`src/lfrb_pkg.sv`:
```
// Shared types and constants of the local flow record batcher.
// Depends on nothing; every file but lfrb_ram imports it.
`default_nettype none

package lfrb_pkg;

	localparam int BATCH_DEPTH = 64;
	localparam int ADDR_W      = (BATCH_DEPTH > 1) ? $clog2(BATCH_DEPTH) : 1;
	localparam int CNT_W       = ADDR_W + 1;

	localparam logic [15:0] ETHER_IPV4    = 16'h0800;
	localparam logic [7:0]  PROTO_TCP     = 8'd6;
	localparam logic [7:0]  PROTO_UDP     = 8'd17;
	localparam logic [15:0] FLUSH_IVL_RST = 16'd41;

	localparam logic OP_PACKET = 1'b0;
	localparam logic OP_TICK   = 1'b1;

	localparam logic [1:0] KIND_TCP   = 2'd0;
	localparam logic [1:0] KIND_UDP   = 2'd1;
	localparam logic [1:0] KIND_OTHER = 2'd2;

	localparam logic [1:0] CFG_NET_ADDR  = 2'd0;
	localparam logic [1:0] CFG_NET_MASK  = 2'd1;
	localparam logic [1:0] CFG_FLUSH_IVL = 2'd2;

	typedef struct packed {
		logic        operation;
		logic [15:0] frame_type;
		logic [7:0]  ip_protocol;
		logic [31:0] src_ip;
		logic [31:0] dst_ip;
		logic [15:0] frame_length;
	} lfrb_hdr_t;

	typedef struct packed {
		logic        incoming;
		logic [31:0] host_bits;
		logic [1:0]  traffic_kind;
		logic [15:0] byte_count;
	} lfrb_rec_t;

	localparam int REC_W = $bits(lfrb_rec_t);

	typedef struct packed {
		logic        incoming;
		logic [31:0] host_bits;
		logic [1:0]  traffic_kind;
		logic [15:0] byte_count;
		logic        last_of_batch;
	} lfrb_out_t;

	typedef struct packed {
		logic issue;
		logic last;
	} lfrb_rd_t;

	typedef enum logic {
		ST_IDLE,
		ST_FLUSH
	} lfrb_state_t;

endpackage

`default_nettype wire

```
`src/local_flow_record_batcher.sv`:
```
// Top level of the local flow record batcher: config, timers, store, flush control.
// Depends on lfrb_pkg, lfrb_ram, lfrb_classify and lfrb_emit.
//
//  channel  direction  handshake            payload
//  hdr      in         hdr_valid/hdr_stall  lfrb_hdr_t
//  rec      out        rec_valid/rec_stall  lfrb_out_t
//  cfg      in         cfg_valid/cfg_ready  cfg_index, cfg_data
//
// A tick or a packet that causes no flush is taken without a stall.
// A flush holds hdr_stall while the store is read, one record a cycle, with
// reads held back whenever rec_stall fills the two-entry output queue.
// The first record passes through ST_FLUSH, the store read register and main_q.
// The record store needs no clearing after reset; the block is ready at once.
`default_nettype none

module local_flow_record_batcher
	import lfrb_pkg::*;
(
	input  wire logic        clk,
	input  wire logic        arst_n,
	input  wire logic        hdr_valid,
	output logic             hdr_stall,
	input  wire lfrb_hdr_t   hdr,
	output logic             rec_valid,
	input  wire logic        rec_stall,
	output lfrb_out_t        rec,
	input  wire logic        cfg_valid,
	output logic             cfg_ready,
	input  wire logic [1:0]  cfg_index,
	input  wire logic [31:0] cfg_data
);

	lfrb_state_t      state_q, state_d;
	logic [31:0]      net_addr_q;
	logic [31:0]      net_mask_q;
	logic [15:0]      flush_ivl_q;
	logic [31:0]      now_q;
	logic [31:0]      last_flush_q;
	logic [ADDR_W-1:0] rec_cnt_q;
	logic [ADDR_W-1:0] rd_idx_q;
	logic [ADDR_W-1:0] last_idx_q;

	logic             hdr_acc;
	logic             hit;
	lfrb_rec_t        new_rec;
	logic             pkt_wr;
	logic             full;
	logic             expired;
	logic             flush_go;
	logic             space;
	lfrb_rd_t         rd;
	logic [REC_W-1:0] rdata;

	assign cfg_ready = 1'b1;
	assign hdr_stall = (state_q != ST_IDLE);
	assign hdr_acc   = hdr_valid && !hdr_stall;
	assign pkt_wr    = hdr_acc && (hdr.operation == OP_PACKET) && hit;
	assign full      = (({1'b0, rec_cnt_q} + CNT_W'(1)) == CNT_W'(BATCH_DEPTH));
	assign expired   = ((now_q - last_flush_q) > {16'd0, flush_ivl_q});
	assign flush_go  = pkt_wr && (full || expired);

	lfrb_classify u_classify (
		.hdr      (hdr),
		.net_addr (net_addr_q),
		.net_mask (net_mask_q),
		.hit      (hit),
		.rec      (new_rec)
	);

	lfrb_ram #(
		.WIDTH (REC_W),
		.DEPTH (BATCH_DEPTH),
		.AW    (ADDR_W)
	) u_store (
		.clk   (clk),
		.we    (pkt_wr),
		.waddr (rec_cnt_q),
		.wdata (new_rec),
		.re    (rd.issue),
		.raddr (rd_idx_q),
		.rdata (rdata)
	);

	lfrb_emit u_emit (
		.clk       (clk),
		.arst_n    (arst_n),
		.rd        (rd),
		.rdata     (rdata),
		.space     (space),
		.rec_valid (rec_valid),
		.rec_stall (rec_stall),
		.rec       (rec)
	);

	always_comb begin
		state_d  = state_q;
		rd.issue = 1'b0;
		rd.last  = (rd_idx_q == last_idx_q);
		unique case (state_q)
			ST_IDLE: begin
				if (flush_go) begin
					state_d = ST_FLUSH;
				end
			end
			ST_FLUSH: begin
				rd.issue = space;
				if (space && rd.last) begin
					state_d = ST_IDLE;
				end
			end
			default: begin
				state_d = ST_IDLE;
			end
		endcase
	end

	always_ff @(posedge clk or negedge arst_n) begin
		if (!arst_n) begin
			state_q <= ST_IDLE;
		end else begin
			state_q <= state_d;
		end
	end

	always_ff @(posedge clk or negedge arst_n) begin
		if (!arst_n) begin
			net_addr_q   <= '0;
			net_mask_q   <= '0;
			flush_ivl_q  <= FLUSH_IVL_RST;
			now_q        <= '0;
			last_flush_q <= '0;
			rec_cnt_q    <= '0;
			rd_idx_q     <= '0;
			last_idx_q   <= '0;
		end else begin
			if (cfg_valid && cfg_ready) begin
				unique case (cfg_index)
					CFG_NET_ADDR:  net_addr_q  <= cfg_data;
					CFG_NET_MASK:  net_mask_q  <= cfg_data;
					CFG_FLUSH_IVL: flush_ivl_q <= cfg_data[15:0];
					default: ;
				endcase
			end
			if (hdr_acc && (hdr.operation == OP_TICK)) begin
				now_q <= now_q + 32'd1;
			end
			if (flush_go) begin
				rec_cnt_q    <= '0;
				last_flush_q <= now_q;
				last_idx_q   <= rec_cnt_q;
				rd_idx_q     <= '0;
			end else if (pkt_wr) begin
				rec_cnt_q <= rec_cnt_q + ADDR_W'(1);
			end
			if (rd.issue) begin
				rd_idx_q <= rd_idx_q + ADDR_W'(1);
			end
		end
	end

	a_no_write_during_read: assert property (@(posedge clk) disable iff (!arst_n)
		pkt_wr |-> !rd.issue)
		else $error("record store written during readout");

	a_flush_clears_count: assert property (@(posedge clk) disable iff (!arst_n)
		flush_go |=> (rec_cnt_q == '0) && (state_q == ST_FLUSH))
		else $error("flush did not clear the record count");

	a_last_read_ends_flush: assert property (@(posedge clk) disable iff (!arst_n)
		(rd.issue && rd.last) |=> (state_q == ST_IDLE))
		else $error("readout did not end after the last record");

	a_read_only_in_flush: assert property (@(posedge clk) disable iff (!arst_n)
		rd.issue |-> (state_q == ST_FLUSH) && space)
		else $error("store read issued without a free output slot");

endmodule

`default_nettype wire

```
`src/lfrb_ram.sv`:
```
// Generic single-clock RAM, one write port and one registered read port.
// No dependencies.
`default_nettype none

module lfrb_ram #(
	parameter int WIDTH = 8,
	parameter int DEPTH = 16,
	parameter int AW    = (DEPTH > 1) ? $clog2(DEPTH) : 1
) (
	input  wire logic             clk,
	input  wire logic             we,
	input  wire logic [AW-1:0]    waddr,
	input  wire logic [WIDTH-1:0] wdata,
	input  wire logic             re,
	input  wire logic [AW-1:0]    raddr,
	output logic      [WIDTH-1:0] rdata
);

	logic [WIDTH-1:0] mem_q [DEPTH];

	always_ff @(posedge clk) begin
		if (we) begin
			mem_q[waddr] <= wdata;
		end
		if (re) begin
			rdata <= mem_q[raddr];
		end
	end

endmodule

`default_nettype wire

```
`src/lfrb_classify.sv`:
```
// Classifies one packet header against the local subnet and builds its record.
// Depends on lfrb_pkg.
`default_nettype none

module lfrb_classify
	import lfrb_pkg::*;
(
	input  wire lfrb_hdr_t   hdr,
	input  wire logic [31:0] net_addr,
	input  wire logic [31:0] net_mask,
	output logic             hit,
	output lfrb_rec_t        rec
);

	logic is_ipv4;
	logic src_local;
	logic dst_local;

	assign is_ipv4   = (hdr.frame_type == ETHER_IPV4);
	assign src_local = ((hdr.src_ip & net_mask) == net_addr);
	assign dst_local = ((hdr.dst_ip & net_mask) == net_addr);
	assign hit       = is_ipv4 && (src_local || dst_local);

	always_comb begin
		rec.incoming   = !src_local;
		rec.host_bits  = src_local ? (hdr.src_ip & ~net_mask) : (hdr.dst_ip & ~net_mask);
		rec.byte_count = hdr.frame_length;
		priority if (hdr.ip_protocol == PROTO_TCP) begin
			rec.traffic_kind = KIND_TCP;
		end else if (hdr.ip_protocol == PROTO_UDP) begin
			rec.traffic_kind = KIND_UDP;
		end else begin
			rec.traffic_kind = KIND_OTHER;
		end
	end

endmodule

`default_nettype wire

```
`src/lfrb_emit.sv`:
```
// Output queue of two entries fed by the record store read port.
// Depends on lfrb_pkg; grants reads only when a slot is sure to be free.
`default_nettype none

module lfrb_emit
	import lfrb_pkg::*;
(
	input  wire logic             clk,
	input  wire logic             arst_n,
	input  wire lfrb_rd_t         rd,
	input  wire logic [REC_W-1:0] rdata,
	output logic                  space,
	output logic                  rec_valid,
	input  wire logic             rec_stall,
	output lfrb_out_t             rec
);

	logic      inflight_s1;
	logic      last_s1;
	logic      main_v_q;
	logic      skid_v_q;
	lfrb_out_t main_q;
	lfrb_out_t skid_q;
	lfrb_out_t arr;
	logic      pop;
	logic [1:0] occ;

	assign arr       = {rdata, last_s1};
	assign pop       = main_v_q && !rec_stall;
	assign occ       = {1'b0, main_v_q} + {1'b0, skid_v_q} + {1'b0, inflight_s1};
	assign space     = (occ < 2'd2) || ((occ == 2'd2) && pop);
	assign rec_valid = main_v_q;
	assign rec       = main_q;

	always_ff @(posedge clk or negedge arst_n) begin
		if (!arst_n) begin
			inflight_s1 <= 1'b0;
			main_v_q    <= 1'b0;
			skid_v_q    <= 1'b0;
		end else begin
			inflight_s1 <= rd.issue;
			if (main_v_q && !pop) begin
				if (!skid_v_q && inflight_s1) begin
					skid_v_q <= 1'b1;
				end
			end else if (skid_v_q) begin
				main_v_q <= 1'b1;
				skid_v_q <= inflight_s1;
			end else begin
				main_v_q <= inflight_s1;
			end
		end
	end

	always_ff @(posedge clk) begin
		last_s1 <= rd.last;
		if (main_v_q && !pop) begin
			if (!skid_v_q) begin
				skid_q <= arr;
			end
		end else if (skid_v_q) begin
			main_q <= skid_q;
			skid_q <= arr;
		end else begin
			main_q <= arr;
		end
	end

endmodule

`default_nettype wire
```
`config.mk`:
```
export PLATFORM = sky130hd
export DESIGN_NAME = local_flow_record_batcher
export DESIGN_NICKNAME = d
export VERILOG_FILES = /design/src/lfrb_pkg.sv /design/src/local_flow_record_batcher.sv /design/src/lfrb_ram.sv /design/src/lfrb_classify.sv /design/src/lfrb_emit.sv
export SDC_FILE = /design/constraint.sdc
export NUM_CORES = 2
export LEC_CHECK = 0
export CELL_PAD_IN_SITES_DETAIL_PLACEMENT = 1
export CELL_PAD_IN_SITES_GLOBAL_PLACEMENT = 2
export CORE_MARGIN = 4
export CORE_UTILIZATION = 36
export DETAILED_ROUTE_END_ITERATION = 7
export DONT_BUFFER_PORTS = 1
export PLACE_DENSITY = 0.68
export SYNTH_ARGS = -nofsm -noshare
export SYNTH_HDL_FRONTEND = slang
export SYNTH_SLANG_ARGS = --single-unit
```
`constraint.sdc`:
```
create_clock -name clk -period 10.7 [get_ports clk]
set_input_delay 1.07 -clock clk [delete_from_list [all_inputs] [get_ports clk]]
set_output_delay 1.07 -clock clk [all_outputs]
set_load 0.01 [all_outputs]
```
==> results.sh <==
export IMPL_outcome="complete, no violations"
export IMPL_nFillCells=36330
export IMPL_vias=69470
export IMPL_r2r_end="u_store.mem_q[58][36]"
export IMPL_clockRootBuffer="clkbuf_16"
export IMPL_grt_pass1_wl_mm=580.2
export IMPL_avgSynthCellArea_um2=21.26
export IMPL_fp_coreArea_mm2=0.3894
export IMPL_cp_common_cell="buf_4"
export IMPL_num_rows=229
export IMPL_use_met1_pct=27.52
export IMPL_yosysWarningCount=0
export IMPL_wire_per_inst_um=33.47
export IMPL_io_buffers=0
export IMPL_firstDrtPassIters=6
export IMPL_clock_skew_ns=0.06186
export IMPL_ant_nets=0
export IMPL_syn_nets=6823
export IMPL_slowest_stage="nor2_4"
export IMPL_syn_area_mm2=0.1408
export IMPL_synth_xor_area_share_pct=0.5410
export IMPL_worstMarginPinSlew_ns=1.252
export IMPL_yosys_register_bits=3586
export IMPL_place_area_mm2=0.1483
export IMPL_hold_viol_final=0
export IMPL_synthCells=6626
export IMPL_synth_top_cell_area_share_pct=72.90
export IMPL_p_leak_nw=48.71
export IMPL_cts_buffer_depth=4
export IMPL_drc=0
export IMPL_die_height_um=633.5
export IMPL_synth_mux_area_share_pct=17.37
export IMPL_p_per_area_mw_per_mm2=184.7
export IMPL_worstHoldPathType="in -> async"
export IMPL_drt_iter0_markers=7902
export IMPL_ios=199
export IMPL_yosys_area_top_type="edfxtp_1"
export IMPL_wl_mm=413.4
export IMPL_yosysSeqAreaShare_pct=75.86
export IMPL_grt_max_degree=167
export IMPL_routabilityCongestion=0.8052
export IMPL_cts_htree_levels=5
export IMPL_reg2reg_depth=11
export IMPL_top_usage_layer="met2"
export IMPL_synth_most_common_cell="edfxtp_1"
export IMPL_worstPathRequired_ns=11.21
export IMPL_end_kind="flip-flop"
export IMPL_setup_viol=0
export IMPL_ys_async_sr_fraction_pct=4.629
export IMPL_r2r_slack_ns=4.78
export IMPL_timing_max_cap_violations=0
export IMPL_clock_latency_ns=0.94
export IMPL_cp_cell_sequence="nand3_1, a211oi_1, nand4_1, nor4_4, a21oi_1, nand4b_1, buf_4, nor2_1, nand2_1, nor2_4, buf_4"
export IMPL_layout_drive_gt1_share_pct=26.33
export IMPL_timing_final_crit_share_pct=55.35
export IMPL_max_slew_margin_pct=16.51
export IMPL_numCtsBuffers=376
export IMPL_yosys_area_share_simple_pct=1.811
export IMPL_initial_core_util_pct=36.17
export IMPL_final_util_pct=41.15
export IMPL_arrival_ns=6.43
export IMPL_grt_pass1_vias=73210
export IMPL_fin_nets=7028
export IMPL_final_area_mm2=0.1602
export IMPL_fmax_mhz=168.8
export IMPL_die_w_um=633.5
export IMPL_worstPathMaxFanout=31
export IMPL_period_needed_ns=5.923
export IMPL_syn_to_final_growth_pct=13.78
export IMPL_slowest_delay_ns=0.99
export IMPL_synth_adder_area_share_pct=0.4815
export IMPL_dieArea_mm2=0.4013
export IMPL_drt_vias_per_instance=5.623
export IMPL_ys_top_cells_by_area="edfxtp_1, mux4_2, dfrtp_1"
export IMPL_met3_usage_pct=3.884
export IMPL_met2_usage_pct=33.72
export IMPL_r2r_start="net_mask_q[8]"
export IMPL_clock_sinks=3586
export IMPL_cts_tree="done"
export IMPL_peakVddDrop_mv=0.1312
export IMPL_yosys_cell_types_count=80
export IMPL_synth_edf_count=3419
export IMPL_antenna_found_initial=25
export IMPL_finalMaxSlewViolations=0
export IMPL_dpl_hpwl_mm=244.1
export IMPL_rsz0062_at_grt="no"
export IMPL_synth_top_family_by_area="multiplexers"
export IMPL_yosys_most_used_dff="edfxtp_1"
export IMPL_critPathLaunchType="flip-flop"
export IMPL_grt_use_total_pct=20.40
export IMPL_grt_overflow=0
export IMPL_synth_compound_area_share_pct=2.748
export IMPL_synthTopCellsByCount="edfxtp_1, mux4_2, mux2i_1"
export IMPL_ctsResizeCount=0
export IMPL_worstSetupPathType="reg -> reg"
export IMPL_setup_tns_ns=0
export IMPL_path_clk_slew_ns=0.06
power by group:
part           internal (mW)  switching (mW)  total, mW
clock network           7.22            5.47       12.7
registers               15.6          0.0960       15.7
logic                  0.374           0.834       1.21
routing by layer:
layer / share of wire [%] / wire, um
met2: 49 / 202600
met1: 41 / 167900
met3: 7.1 / 29230
met4: 3.3 / 13630
met5: 0.015 / 63
cells by family after synthesis:
| kind of cell | Yosys count |
|---|---|
| multiplexers | 1368 |
| flip-flops | 3586 |
| buffers and inverters | 408 |
| adder cells (fa/ha/maj) | 53 |
| XOR/XNOR | 87 |
| AO/OA/AOI/OAI | 573 |
| AND/OR/NAND/NOR | 550 |
| other | 1 |
worst max-delay path: cells and delay by family (launching register included):
kind,cells,cell delay [ns]
simple gates,7,2.84
compound gates,2,1.05
buf+inv,2,1.01
flops,1,0.46
worst max-delay path by stage:
stage | from | endpoint | slack [ns] | cells past startpoint
after CTS | net_mask_q[8] | u_store.mem_q[50][14] | 4.70 | 11
final | net_mask_q[8] | u_store.mem_q[58][36] | 4.78 | 11
after detailed placement | hdr[56] | u_store.mem_q[58][37] | 4.14 | 11
after global placement | hdr[56] | u_store.mem_q[50][4] | 4.14 | 11
after global routing | now_q[0] | last_idx_q[1] | 4.52 | 20
after floorplan | hdr[70] | u_store.mem_q[63][0] | 5.13 | 9
per-stage QoR:
| stage | power [mW] | std cells | hold WS (ns) | setup slack (ns) |
|---|---|---|---|---|
| 2_1_floorplan | 16.68 | 6626 | 0.4347 | 5.128 |
| 3_3_place_gp | 17.16 | 11650 | 0.4472 | 4.140 |
| 3_5_place_dp | 17.20 | 11650 | 0.4629 | 4.141 |
| 4_1_cts | 29.88 | 12330 | 0.1324 | 4.699 |
| 5_1_grt | 30.59 | 12340 | 0.1518 | 4.518 |
| 6_report | 29.59 | 12350 | 0.1140 | 4.777 |
placed cells by master (no fill, tap or decap), types with 13 or more instances in the layout:
master / count
clkinv_1: 80
dfrtp_1: 156
and3_1: 25
clkbuf_16: 382
nand3_1: 30
nand4_1: 30
buf_12: 17
nor2_4: 65
o221ai_1: 147
xor2_1: 51
mux2i_1: 317
a21oi_4: 32
o22ai_1: 57
xnor2_1: 36
o21a_1: 14
o21ai_0: 30
bufinv_16: 25
nor3_1: 13
clkinv_2: 67
a21o_1: 18
nand2_1: 219
inv_6: 18
a21oi_1: 175
clkbuf_1: 83
a211oi_1: 19
ha_1: 51
inv_1: 58
mux2_4: 32
mux4_2: 829
edfxtp_1: 3419
buf_4: 154
nor2_1: 97
a31oi_1: 23
mux2_2: 190
diode_2: 20
state kept, by name, indices dropped and copies added, names as in the netlist, 6 cells and up:
signal and count:
net_addr_q 32, net_mask_q 32, last_idx_q 6, rd_idx_q 6
u_emit.skid_q 52, flush_ivl_q 16, u_store.rdata 51, u_emit.rec 52
now_q 32, u_store.mem_q 3264, last_flush_q 32, rec_cnt_q 6
cell type report:
cell class / count / area, um^2 / share of cell area (%)
Antenna cell: 20 / 50.05 / 0.03123
Clock buffer: 472 / 9967 / 6.220
Clock inverter: 212 / 1856 / 1.158
Inverter: 63 / 252.7 / 0.1577
Multi-Input combinational cell: 2632 / 33230 / 20.73
Sequential cell: 3586 / 106900 / 66.69
Tap cell: 5197 / 6502 / 4.058
Timing Repair Buffer: 172 / 1524 / 0.9510
what timing repair did:
action,CTS,global route
hold endpoints to repair,166,0
hold buffers,1,0
setup buffers,0,0
No activity file was read; power rests on OpenSTA's default activity.
